[config.mk]
export PLATFORM = sky130hd
export DESIGN_NAME = cover_crop_nearest_scaler
export DESIGN_NICKNAME = d
export VERILOG_FILES = /design/src/hdl/ccns_pkg.sv /design/src/hdl/ccns_setup.sv /design/src/hdl/cover_crop_nearest_scaler.sv
export VERILOG_INCLUDE_DIRS = /design/src /design/src/hdl
export SDC_FILE = /design/constraint.sdc
export NUM_CORES = 2
export LEC_CHECK = 0
export BUFFER_PORTS_ARGS = -buffer_cell sky130_fd_sc_hd__buf_2
export CAP_MARGIN = 20
export CORE_ASPECT_RATIO = 0.7
export CORE_MARGIN = 4
export CORE_UTILIZATION = 45
export CTS_CLUSTER_DIAMETER = 120
export CTS_CLUSTER_SIZE = 8
export DETAILED_ROUTE_END_ITERATION = 6
export GPL_ROUTABILITY_DRIVEN = 0
export MAX_ROUTING_LAYER = met4
export PLACE_DENSITY_LB_ADDON = 0.15
export SLEW_MARGIN = 20
export SYNTH_ARGS = -nofsm -noshare
export SYNTH_HDL_FRONTEND = slang
export SYNTH_SLANG_ARGS = --single-unit
export TNS_END_PERCENT = 1
[constraint.sdc]
create_clock -name clk_i -period 11.5 [get_ports clk_i]
set_clock_uncertainty 0.2 [all_clocks]
set_input_delay 0.575 -clock clk_i [delete_from_list [all_inputs] [get_ports clk_i]]
set_output_delay 0.575 -clock clk_i [all_outputs]
set_load 0.03 [all_outputs]
[src/hdl/assert_macros.svh]
// Assertion macros shared by the scaler RTL.
`ifndef ASSERT_MACROS_SVH
`define ASSERT_MACROS_SVH

// Clocked assertion on clk_i, off while rst_ni is low.
`define CCNS_ASSERT(lbl, prop, msg) \
  lbl: assert property (@(posedge clk_i) disable iff (!rst_ni) prop) else $error(msg);

// Condition that must never be true.
`define CCNS_NEVER(lbl, cond, msg) \
  `CCNS_ASSERT(lbl, !(cond), msg)

`endif

[src/hdl/ccns_pkg.sv]
// Types, constants and helper functions of the cover-crop nearest scaler.
package ccns_pkg;

  localparam int MAX_DIM       = 4096;
  localparam int CFG_W         = 13;
  localparam int COORD_W       = 12;
  localparam int ADDR_W        = 24;
  localparam int STEP_FRAC     = 16;
  localparam int STEP_W        = CFG_W + STEP_FRAC;
  localparam int PROD_W        = 2 * CFG_W;
  localparam int APB_AW        = 4;
  localparam int APB_DW        = 32;
  localparam int DIV_PER_STAGE = 3;
  localparam int DIV_STAGES    = COORD_W / DIV_PER_STAGE;

  localparam logic [1:0] REG_SRC_WIDTH  = 2'd0;
  localparam logic [1:0] REG_SRC_HEIGHT = 2'd1;
  localparam logic [1:0] REG_DST_WIDTH  = 2'd2;
  localparam logic [1:0] REG_DST_HEIGHT = 2'd3;

  // Geometry derived from the size registers, held while the block runs.
  typedef struct packed {
    logic               ok;
    logic [CFG_W-1:0]   sw;
    logic [CFG_W-1:0]   sh;
    logic [CFG_W-1:0]   dw;
    logic [CFG_W-1:0]   dh;
    logic [CFG_W-1:0]   crop_h;
    logic [COORD_W-1:0] off_x;
    logic [COORD_W-1:0] off_y;
    logic [STEP_W-1:0]  step;
  } ccns_geom_t;

  // Partial state of the row division: remainder, numerator bits left, quotient.
  typedef struct packed {
    logic [COORD_W-1:0] rem;
    logic [COORD_W-1:0] num;
    logic [COORD_W-1:0] quo;
  } ccns_div_t;

  function automatic logic size_ok(input logic [CFG_W-1:0] v);
    return (v != '0) && (v <= CFG_W'(MAX_DIM));
  endfunction

  // Three restoring division steps, one quotient bit each.
  function automatic ccns_div_t div_steps(input ccns_div_t s, input logic [CFG_W-1:0] d);
    ccns_div_t         r;
    logic [COORD_W:0]  part;
    r = s;
    for (int i = 0; i < DIV_PER_STAGE; i++) begin
      part  = {r.rem, r.num[COORD_W-1]};
      r.num = {r.num[COORD_W-2:0], 1'b0};
      if (part >= d) begin
        part  = part - d;
        r.quo = {r.quo[COORD_W-2:0], 1'b1};
      end else begin
        r.quo = {r.quo[COORD_W-2:0], 1'b0};
      end
      r.rem = part[COORD_W-1:0];
    end
    return r;
  endfunction

endpackage

[src/hdl/ccns_setup.sv]
// Size registers, APB access and serial derivation of crop, offsets and x step.
`include "assert_macros.svh"

module ccns_setup
  import ccns_pkg::*;
(
  input  logic              clk_i,
  input  logic              rst_ni,
  input  logic              psel,
  input  logic              penable,
  input  logic              pwrite,
  input  logic [APB_AW-1:0] paddr,
  input  logic [APB_DW-1:0] pwdata,
  output logic [APB_DW-1:0] prdata,
  output logic              pready,
  output logic              busy_o,
  output ccns_geom_t        geom_o
);

  localparam int CNT_W = $clog2(STEP_W);

  localparam logic [2:0] ST_IDLE     = 3'd0;
  localparam logic [2:0] ST_PROD     = 3'd1;
  localparam logic [2:0] ST_SEL      = 3'd2;
  localparam logic [2:0] ST_DIV_CROP = 3'd3;
  localparam logic [2:0] ST_DIV_STEP = 3'd4;
  localparam logic [2:0] ST_OFFS     = 3'd5;

  logic [CFG_W-1:0]   sw_q, sh_q, dw_q, dh_q;
  logic [CFG_W-1:0]   rdata;
  logic [1:0]         reg_idx;
  logic               wr;

  logic [2:0]         st_q, st_d;
  logic [PROD_W-1:0]  pa_q, pa_d, pb_q, pb_d;
  logic               wide_q, wide_d;
  logic [STEP_W-1:0]  div_n_q, div_n_d;
  logic [CFG_W-1:0]   div_r_q, div_r_d;
  logic [CFG_W-1:0]   div_d_q, div_d_d;
  logic [CNT_W-1:0]   cnt_q, cnt_d;
  logic [CFG_W-1:0]   crop_w_q, crop_w_d, crop_h_q, crop_h_d;
  logic [STEP_W-1:0]  step_q, step_d;
  logic [COORD_W-1:0] off_x_q, off_x_d, off_y_q, off_y_d;

  logic [CFG_W:0]     part;
  logic               ge;
  logic [CFG_W-1:0]   rem_next;
  logic [STEP_W-1:0]  quo_next;
  logic [CFG_W-1:0]   crop_raw, crop_fix;
  logic               div_last;

  assign pready  = 1'b1;
  assign reg_idx = paddr[APB_AW-1:2];
  assign wr      = psel && penable && pwrite;

  always_comb begin
    unique case (reg_idx)
      REG_SRC_WIDTH:  rdata = sw_q;
      REG_SRC_HEIGHT: rdata = sh_q;
      REG_DST_WIDTH:  rdata = dw_q;
      REG_DST_HEIGHT: rdata = dh_q;
    endcase
  end
  assign prdata = APB_DW'(rdata);

  always_ff @(posedge clk_i or negedge rst_ni) begin
    if (!rst_ni) begin
      sw_q <= CFG_W'(1);
      sh_q <= CFG_W'(1);
      dw_q <= CFG_W'(1);
      dh_q <= CFG_W'(1);
    end else if (wr) begin
      unique case (reg_idx)
        REG_SRC_WIDTH:  sw_q <= pwdata[CFG_W-1:0];
        REG_SRC_HEIGHT: sh_q <= pwdata[CFG_W-1:0];
        REG_DST_WIDTH:  dw_q <= pwdata[CFG_W-1:0];
        REG_DST_HEIGHT: dh_q <= pwdata[CFG_W-1:0];
      endcase
    end
  end

  // one quotient bit per cycle
  assign part     = {div_r_q, div_n_q[STEP_W-1]};
  assign ge       = part >= {1'b0, div_d_q};
  assign rem_next = ge ? CFG_W'(part - {1'b0, div_d_q}) : part[CFG_W-1:0];
  assign quo_next = {div_n_q[STEP_W-2:0], ge};
  assign crop_raw = quo_next[CFG_W-1:0];
  assign crop_fix = (crop_raw == '0) ? CFG_W'(1) : crop_raw;
  assign div_last = cnt_q == CNT_W'(STEP_W - 1);

  always_comb begin
    st_d     = st_q;
    pa_d     = pa_q;
    pb_d     = pb_q;
    wide_d   = wide_q;
    div_n_d  = div_n_q;
    div_r_d  = div_r_q;
    div_d_d  = div_d_q;
    cnt_d    = cnt_q;
    crop_w_d = crop_w_q;
    crop_h_d = crop_h_q;
    step_d   = step_q;
    off_x_d  = off_x_q;
    off_y_d  = off_y_q;
    unique case (st_q)
      ST_IDLE: begin
      end
      ST_PROD: begin
        pa_d = PROD_W'(sw_q) * PROD_W'(dh_q);
        pb_d = PROD_W'(dw_q) * PROD_W'(sh_q);
        st_d = ST_SEL;
      end
      ST_SEL: begin
        // wider source: crop the width, else crop the height
        wide_d  = pa_q > pb_q;
        div_n_d = STEP_W'((pa_q > pb_q) ? pb_q : pa_q);
        div_d_d = (pa_q > pb_q) ? dh_q : dw_q;
        div_r_d = '0;
        cnt_d   = '0;
        st_d    = ST_DIV_CROP;
      end
      ST_DIV_CROP: begin
        div_n_d = quo_next;
        div_r_d = rem_next;
        cnt_d   = cnt_q + CNT_W'(1);
        if (div_last) begin
          crop_w_d = wide_q ? crop_fix : sw_q;
          crop_h_d = wide_q ? sh_q : crop_fix;
          div_n_d  = {(wide_q ? crop_fix : sw_q), STEP_FRAC'(0)};
          div_d_d  = dw_q;
          div_r_d  = '0;
          cnt_d    = '0;
          st_d     = ST_DIV_STEP;
        end
      end
      ST_DIV_STEP: begin
        div_n_d = quo_next;
        div_r_d = rem_next;
        cnt_d   = cnt_q + CNT_W'(1);
        if (div_last) begin
          step_d = quo_next;
          st_d   = ST_OFFS;
        end
      end
      ST_OFFS: begin
        off_x_d = COORD_W'((sw_q - crop_w_q) >> 1);
        off_y_d = COORD_W'((sh_q - crop_h_q) >> 1);
        st_d    = ST_IDLE;
      end
      default: st_d = ST_IDLE;
    endcase
    if (wr) begin
      st_d = ST_PROD;
    end
  end

  always_ff @(posedge clk_i or negedge rst_ni) begin
    if (!rst_ni) begin
      st_q     <= ST_IDLE;
      cnt_q    <= '0;
      crop_w_q <= CFG_W'(1);
      crop_h_q <= CFG_W'(1);
      step_q   <= STEP_W'(1 << STEP_FRAC);
      off_x_q  <= '0;
      off_y_q  <= '0;
    end else begin
      st_q     <= st_d;
      cnt_q    <= cnt_d;
      crop_w_q <= crop_w_d;
      crop_h_q <= crop_h_d;
      step_q   <= step_d;
      off_x_q  <= off_x_d;
      off_y_q  <= off_y_d;
    end
  end

  always_ff @(posedge clk_i) begin
    pa_q    <= pa_d;
    pb_q    <= pb_d;
    wide_q  <= wide_d;
    div_n_q <= div_n_d;
    div_r_q <= div_r_d;
    div_d_q <= div_d_d;
  end

  assign busy_o = st_q != ST_IDLE;

  always_comb begin
    geom_o.ok     = size_ok(sw_q) && size_ok(sh_q) && size_ok(dw_q) && size_ok(dh_q);
    geom_o.sw     = sw_q;
    geom_o.sh     = sh_q;
    geom_o.dw     = dw_q;
    geom_o.dh     = dh_q;
    geom_o.crop_h = crop_h_q;
    geom_o.off_x  = off_x_q;
    geom_o.off_y  = off_y_q;
    geom_o.step   = step_q;
  end

  `CCNS_NEVER(a_cnt_range,
    ((st_q == ST_DIV_CROP) || (st_q == ST_DIV_STEP)) && (cnt_q >= CNT_W'(STEP_W)),
    "divider count out of range")
  `CCNS_ASSERT(a_step_nonzero,
    (st_q == ST_IDLE) && $past(st_q == ST_IDLE) && geom_o.ok |-> (step_q != '0),
    "zero x step with valid sizes")
  `CCNS_ASSERT(a_busy_after_write, wr |=> busy_o, "size write did not start the setup")

endmodule

[src/hdl/cover_crop_nearest_scaler.sv]
// Top level: pipelined cover-crop nearest-neighbor source address generator.
// Takes one destination pixel (dst_x, dst_y) per clock, unless a stalled output
// backs up to the input or setup is busy, and returns its source column, row
// and linear address; stages are the input register, the x-step and row
// multiplies, four stages of the row division (three quotient bits each), the
// row offset and clamp, and the address multiply into the output register. A
// stalled output holds only the stages behind it that are full. After each size
// register write the input is held off while a serial divider, one quotient
// bit per cycle, derives the crop size, the 16-bit fractional x step and the
// centering offsets; after reset the defaults are ready at once.
`include "assert_macros.svh"

module cover_crop_nearest_scaler
  import ccns_pkg::*;
(
  input  logic               clk_i,
  input  logic               rst_ni,
  input  logic               psel,
  input  logic               penable,
  input  logic               pwrite,
  input  logic [APB_AW-1:0]  paddr,
  input  logic [APB_DW-1:0]  pwdata,
  output logic [APB_DW-1:0]  prdata,
  output logic               pready,
  input  logic               in_valid_i,
  output logic               in_ready_o,
  input  logic [COORD_W-1:0] dst_x_i,
  input  logic [COORD_W-1:0] dst_y_i,
  output logic               out_valid_o,
  input  logic               out_ready_i,
  output logic               valid_res_o,
  output logic [COORD_W-1:0] src_x_o,
  output logic [COORD_W-1:0] src_y_o,
  output logic [ADDR_W-1:0]  src_address_o
);

  localparam int S_DIV = 2;
  localparam int S_SY  = S_DIV + DIV_STAGES + 1;
  localparam int S_OUT = S_SY + 1;
  localparam int XP_W  = COORD_W + STEP_W;
  localparam int XS_W  = XP_W - STEP_FRAC;

  ccns_geom_t          geom;
  logic                busy;
  logic                take;
  logic [S_OUT:1]      v_q;
  logic [S_OUT:1]      en;
  logic                ok_q [1:S_OUT-1];

  logic [COORD_W-1:0]  x1_q, y1_q;
  logic [XP_W-1:0]     xprod;
  logic [PROD_W-1:0]   yprod;
  logic [XS_W-1:0]     xs2_q;
  ccns_div_t           div_q [S_DIV:S_SY-1];
  logic [XS_W:0]       sx_sum;
  logic [COORD_W-1:0]  sx_clamp;
  logic [COORD_W-1:0]  sx_q [S_DIV+1:S_SY];
  logic [COORD_W:0]    sy_sum;
  logic [COORD_W-1:0]  sy_clamp;
  logic [COORD_W-1:0]  sy7_q;
  logic [PROD_W-1:0]   addr;

  logic                res_q;
  logic [COORD_W-1:0]  src_x_q, src_y_q;
  logic [ADDR_W-1:0]   addr_q;

  ccns_setup u_setup (
    .clk_i   (clk_i),
    .rst_ni  (rst_ni),
    .psel    (psel),
    .penable (penable),
    .pwrite  (pwrite),
    .paddr   (paddr),
    .pwdata  (pwdata),
    .prdata  (prdata),
    .pready  (pready),
    .busy_o  (busy),
    .geom_o  (geom)
  );

  // a stage may load when empty or when the one after it moves
  always_comb begin
    en[S_OUT] = !v_q[S_OUT] || out_ready_i;
    for (int k = S_OUT - 1; k >= 1; k--) begin
      en[k] = !v_q[k] || en[k+1];
    end
  end

  assign in_ready_o = en[1] && !busy;
  assign take       = in_valid_i && in_ready_o;

  always_ff @(posedge clk_i or negedge rst_ni) begin
    if (!rst_ni) begin
      v_q <= '0;
    end else begin
      if (en[1]) begin
        v_q[1] <= take;
      end
      for (int k = 2; k <= S_OUT; k++) begin
        if (en[k]) begin
          v_q[k] <= v_q[k-1];
        end
      end
    end
  end

  // stage 1: input register and range check
  always_ff @(posedge clk_i) begin
    if (en[1]) begin
      x1_q    <= dst_x_i;
      y1_q    <= dst_y_i;
      ok_q[1] <= geom.ok && ({1'b0, dst_x_i} < geom.dw) && ({1'b0, dst_y_i} < geom.dh);
    end
  end

  // stage 2: x step multiply, row numerator multiply
  assign xprod = XP_W'(x1_q) * XP_W'(geom.step);
  assign yprod = PROD_W'(y1_q) * PROD_W'(geom.crop_h);

  always_ff @(posedge clk_i) begin
    if (en[S_DIV]) begin
      xs2_q            <= xprod[XP_W-1:STEP_FRAC];
      ok_q[S_DIV]      <= ok_q[S_DIV-1];
      // quotient fits COORD_W bits, so the top half already sits below dh
      div_q[S_DIV].rem <= yprod[2*COORD_W-1:COORD_W];
      div_q[S_DIV].num <= yprod[COORD_W-1:0];
      div_q[S_DIV].quo <= '0;
    end
  end

  // column offset and clamp, alongside the first division stage
  assign sx_sum   = (XS_W+1)'(xs2_q) + (XS_W+1)'(geom.off_x);
  assign sx_clamp = (sx_sum >= (XS_W+1)'(geom.sw)) ? COORD_W'(geom.sw - 1'b1)
                                                    : sx_sum[COORD_W-1:0];

  always_ff @(posedge clk_i) begin
    if (en[S_DIV+1]) begin
      sx_q[S_DIV+1] <= sx_clamp;
    end
  end

  for (genvar k = S_DIV + 1; k < S_SY; k++) begin : g_div
    always_ff @(posedge clk_i) begin
      if (en[k]) begin
        div_q[k] <= div_steps(div_q[k-1], geom.dh);
        ok_q[k]  <= ok_q[k-1];
      end
    end
  end

  for (genvar k = S_DIV + 2; k <= S_SY; k++) begin : g_sx
    always_ff @(posedge clk_i) begin
      if (en[k]) begin
        sx_q[k] <= sx_q[k-1];
      end
    end
  end

  // row offset and clamp
  assign sy_sum   = (COORD_W+1)'(geom.off_y) + (COORD_W+1)'(div_q[S_SY-1].quo);
  assign sy_clamp = (sy_sum >= geom.sh) ? COORD_W'(geom.sh - 1'b1) : sy_sum[COORD_W-1:0];

  always_ff @(posedge clk_i) begin
    if (en[S_SY]) begin
      sy7_q      <= sy_clamp;
      ok_q[S_SY] <= ok_q[S_SY-1];
    end
  end

  // linear address, invalid results read as zero
  assign addr = PROD_W'(sy7_q) * PROD_W'(geom.sw) + PROD_W'(sx_q[S_SY]);

  always_ff @(posedge clk_i) begin
    if (en[S_OUT]) begin
      res_q   <= ok_q[S_SY];
      src_x_q <= ok_q[S_SY] ? sx_q[S_SY] : '0;
      src_y_q <= ok_q[S_SY] ? sy7_q : '0;
      addr_q  <= ok_q[S_SY] ? addr[ADDR_W-1:0] : '0;
    end
  end

  assign out_valid_o   = v_q[S_OUT];
  assign valid_res_o   = res_q;
  assign src_x_o       = src_x_q;
  assign src_y_o       = src_y_q;
  assign src_address_o = addr_q;

  `CCNS_ASSERT(a_invalid_zero, out_valid_o && !valid_res_o |-> (src_x_o == '0) && (src_y_o == '0) && (src_address_o == '0), "invalid item with nonzero fields")
  `CCNS_ASSERT(a_src_bounds, out_valid_o && valid_res_o && !busy |-> ({1'b0, src_x_o} < geom.sw) && ({1'b0, src_y_o} < geom.sh), "source coordinate beyond source size")
  `CCNS_ASSERT(a_mid_hold, v_q[S_SY] && !en[S_SY+1] |=> v_q[S_SY] && $stable(sy7_q), "stalled row stage lost its item")

endmodule

==> run_results.csv <==
group,metric,value,unit
outcome,outcome,"finished, final reports clean",
critical_path,register_to_register_setup_slack,2.75,ns
clock_tree,clock_tree.buffer_depth,3,
finish,flow.area_growth_from_synthesis,8.52,%
floorplanning,die-width,453,µm
routing,route.final.wire_length,176000,µm
synth,netlist_instances,6431,
grt,grt_max_degree,78,
clock_tree,clk_pin_slew_worst_paths,0.06,ns
sta,tightestPinTransition,1.12,ns
synth,ys_seq_elements,540,
sta,max_slew_margin,25.1,%
floorplanning,boundaryPins,151,
sta,final-setup-viol-count,0,
finish,most-common-layout-cells,"sky130_fd_sc_hd__inv_1, sky130_fd_sc_hd__nand2_1, sky130_fd_sc_hd__fa_1",
grt,grtUsageTotal,25.3,%
clock_tree,clockRootBuffer,"sky130_fd_sc_hd__clkbuf_16",
critical_path,critical-path-max-stage-delay,0.71,ns
floorplanning,initial_core_util,45.3,%
placement,placement.io_buffers,109,
min_path,min-delay-path-class,"in2reg",
routing,route.detailed.wl_per_inst,20.9,µm
routing,first_iter_violations,3812,
synth,synth_ff_type,"sky130_fd_sc_hd__edfxtp_1",
critical_path,cpLargestDelayFamily,"compound AO/OA/AOI/OAI gates",
routing,postRouteAntennaNets,0,
finish,nNetsFinal,7961,
floorplanning,fp.dieH,320,µm
routing,drc_errors,0,
run,maxCapViolations,0,
critical_path,critPathKind,"reg2reg",
grt,grt_pass1_wl,276000,µm
clock_tree,clock_insertion_delay_worst_skew,0.68,ns
placement,dp_hpwl,135000,µm
critical_path,start_kind,"flop",
sta,min_period,8.75,ns
finish,layout.cells.most_common,"sky130_fd_sc_hd__inv_1",
synth,synth_area,62400,µm²
grt,grt-ovfl-total,0,
finish,layout_cell_share_with_drive_strength_beyond_1,7.59,%
routing,firstDrtPassIters,6,
clock_tree,cts.htree.levels,3,
critical_path,critical_path.max_fanout,21,
routing,via_per_inst,5.38,
synth,synthArstFlopShare,27.2,%
floorplanning,core_area,138000,µm²
sta,grt_setup_unrepaired,"false",
synth,synth_cell_type_count,77,
clock_tree,clock_sink_count,540,
critical_path,timing.critical_path.to_type,"flop",
sta,clock.fmax,114,MHz
sta,timing.final.max_slew_violations,0,
critical_path,cell_type_with_the_highest_occurrence_count_on_the_critical_path,"sky130_fd_sc_hd__a21oi_1",
clock_tree,tritoncts_clock_tree,"built",
floorplanning,placement_rows,114,
routing,via_count,45300,
synth,seq_area_frac_synth,24.8,%
critical_path,cp_slowest_cell,"sky130_fd_sc_hd__inv_1",
grt,via_count_of_the_first_global_routing_pass,45900,
grt,antenna_found_initial,6,
synth,synth-edff-count,393,
finish,final_core_util,49.1,%
sta,timing.setup.tns,0,ns
critical_path,cp_data_arrival_time,8.97,ns
critical_path,worst_ep_required_time,11.72,ns
sta,period_share,76.1,%
clock_tree,numCtsBuffers,77,
floorplanning,floorplan.die_area,145000,µm²
synth,syn_avg_cell_area,9.71,µm²
critical_path,worstPathBufferInverterCount,4,
synth,synth-warning-count,0,
sta,hold_viol,0,
[final timing paths]
| kind | start | to | cells past startpoint |
|---|---|---|---|
| worst max-delay path | u_setup.dh_q[1] | div_q[0][133] | 32 |
| worst min register to register | sx_q[0][36] | sx_q[0][48] | 0 |
| worst min-delay path | pwdata[10] | u_setup.sh_q[10] | 3 |
| min in group asynchronous | rst_ni | u_setup.dw_q[9] | 2 |
| worst max register to register | u_setup.dh_q[1] | div_q[0][133] | 32 |
| max in group asynchronous | rst_ni | u_setup.crop_w_q[10] | 3 |
[state kept, by name, summed over array words and instances (netlist names), 24 cells and up]
register         flops
div_q              108
src_address_o       24
u_setup.div_n_q     29
u_setup.pb_q        26
xs2_q               25
u_setup.step_q      29
u_setup.pa_q        26
sx_q                60
[cell families after synthesis]
group                      share of synthesized area (%)
buffers and inverters                               8.24
muxes                                               4.48
xor gates and xnor gates                            3.87
AOI/OAI and AO/OA                                   8.11
and+or+nand+nor                                     13.5
adders and majority gates                           37.0
DFF                                                 24.8
other                                             0.0120
[worst min-delay path, stage by stage]
cell	delay (ns)
sky130_fd_sc_hd__buf_2	0.17
sky130_fd_sc_hd__nand2_1	0.07
sky130_fd_sc_hd__o21ai_0	0.07
[cells in the mapped netlist, types with 151 or more instances]
cell type                     n  share of area [%]
sky130_fd_sc_hd__nand2_1    858                5.2
sky130_fd_sc_hd__o21ai_0    195                1.6
sky130_fd_sc_hd__fa_1       756                 24
sky130_fd_sc_hd__inv_1     1060                6.4
sky130_fd_sc_hd__nor2_1     308                1.9
sky130_fd_sc_hd__mux2_2     151                2.7
sky130_fd_sc_hd__clkbuf_1   227                1.4
sky130_fd_sc_hd__a21oi_1    229                1.8
sky130_fd_sc_hd__and2_1     292                2.9
sky130_fd_sc_hd__xnor2_1    200                2.8
sky130_fd_sc_hd__ha_1       638                 13
sky130_fd_sc_hd__edfxtp_1   393                 19
[timing repair]
action / in CTS / in global routing
resized for setup: 0 / 0
endpoints found under the setup margin: 0 / 0
buffers inserted: 0 / 0
hold buffers: 37 / 0
hold endpoints to repair: 126 / 0
[stage by stage]
| step | setup slack (ns) | area [µm²] | hold slack, ns | std cells |
|---|---|---|---|---|
| 2_1_floorplan | 3.46 | 62500 | 0.0794 | 6449 |
| 3_3_place_gp | 2.94 | 65000 | 0.200 | 8239 |
| 3_5_place_dp | 2.86 | 65000 | 0.205 | 8239 |
| 4_1_cts | 2.82 | 67700 | 0.0142 | 8418 |
| 5_1_grt | 2.04 | 67700 | 0.0436 | 8421 |
| 6_report | 2.75 | 67700 | 0.0651 | 8423 |
[final cells by class]
class / count / area, µm²
repair buffers: 244 / 1670
clock inverters: 7 / 151
flip-flops and latches: 540 / 15500
well taps: 1856 / 2320
inverters: 1073 / 4030
multi-input cells: 4564 / 41900
clock buffers: 135 / 2170
fillers: 12900 / 70200
diodes: 4 / 10.0
[metal layers]
layer | global-route usage, % | share of wire (%) | vias to the layer above
li1 | - | - | 21000
met1 | 37.4 | 48 | 22600
met2 | 36.2 | 42 | 1549
met3 | 4.73 | 7.8 | 209
met4 | 5.62 | 2.3 | 0
met5 | - | 0 | -
Power is not shown: default switching activity piles up to over one toggle a cycle in this logic, so the estimate is an artifact.
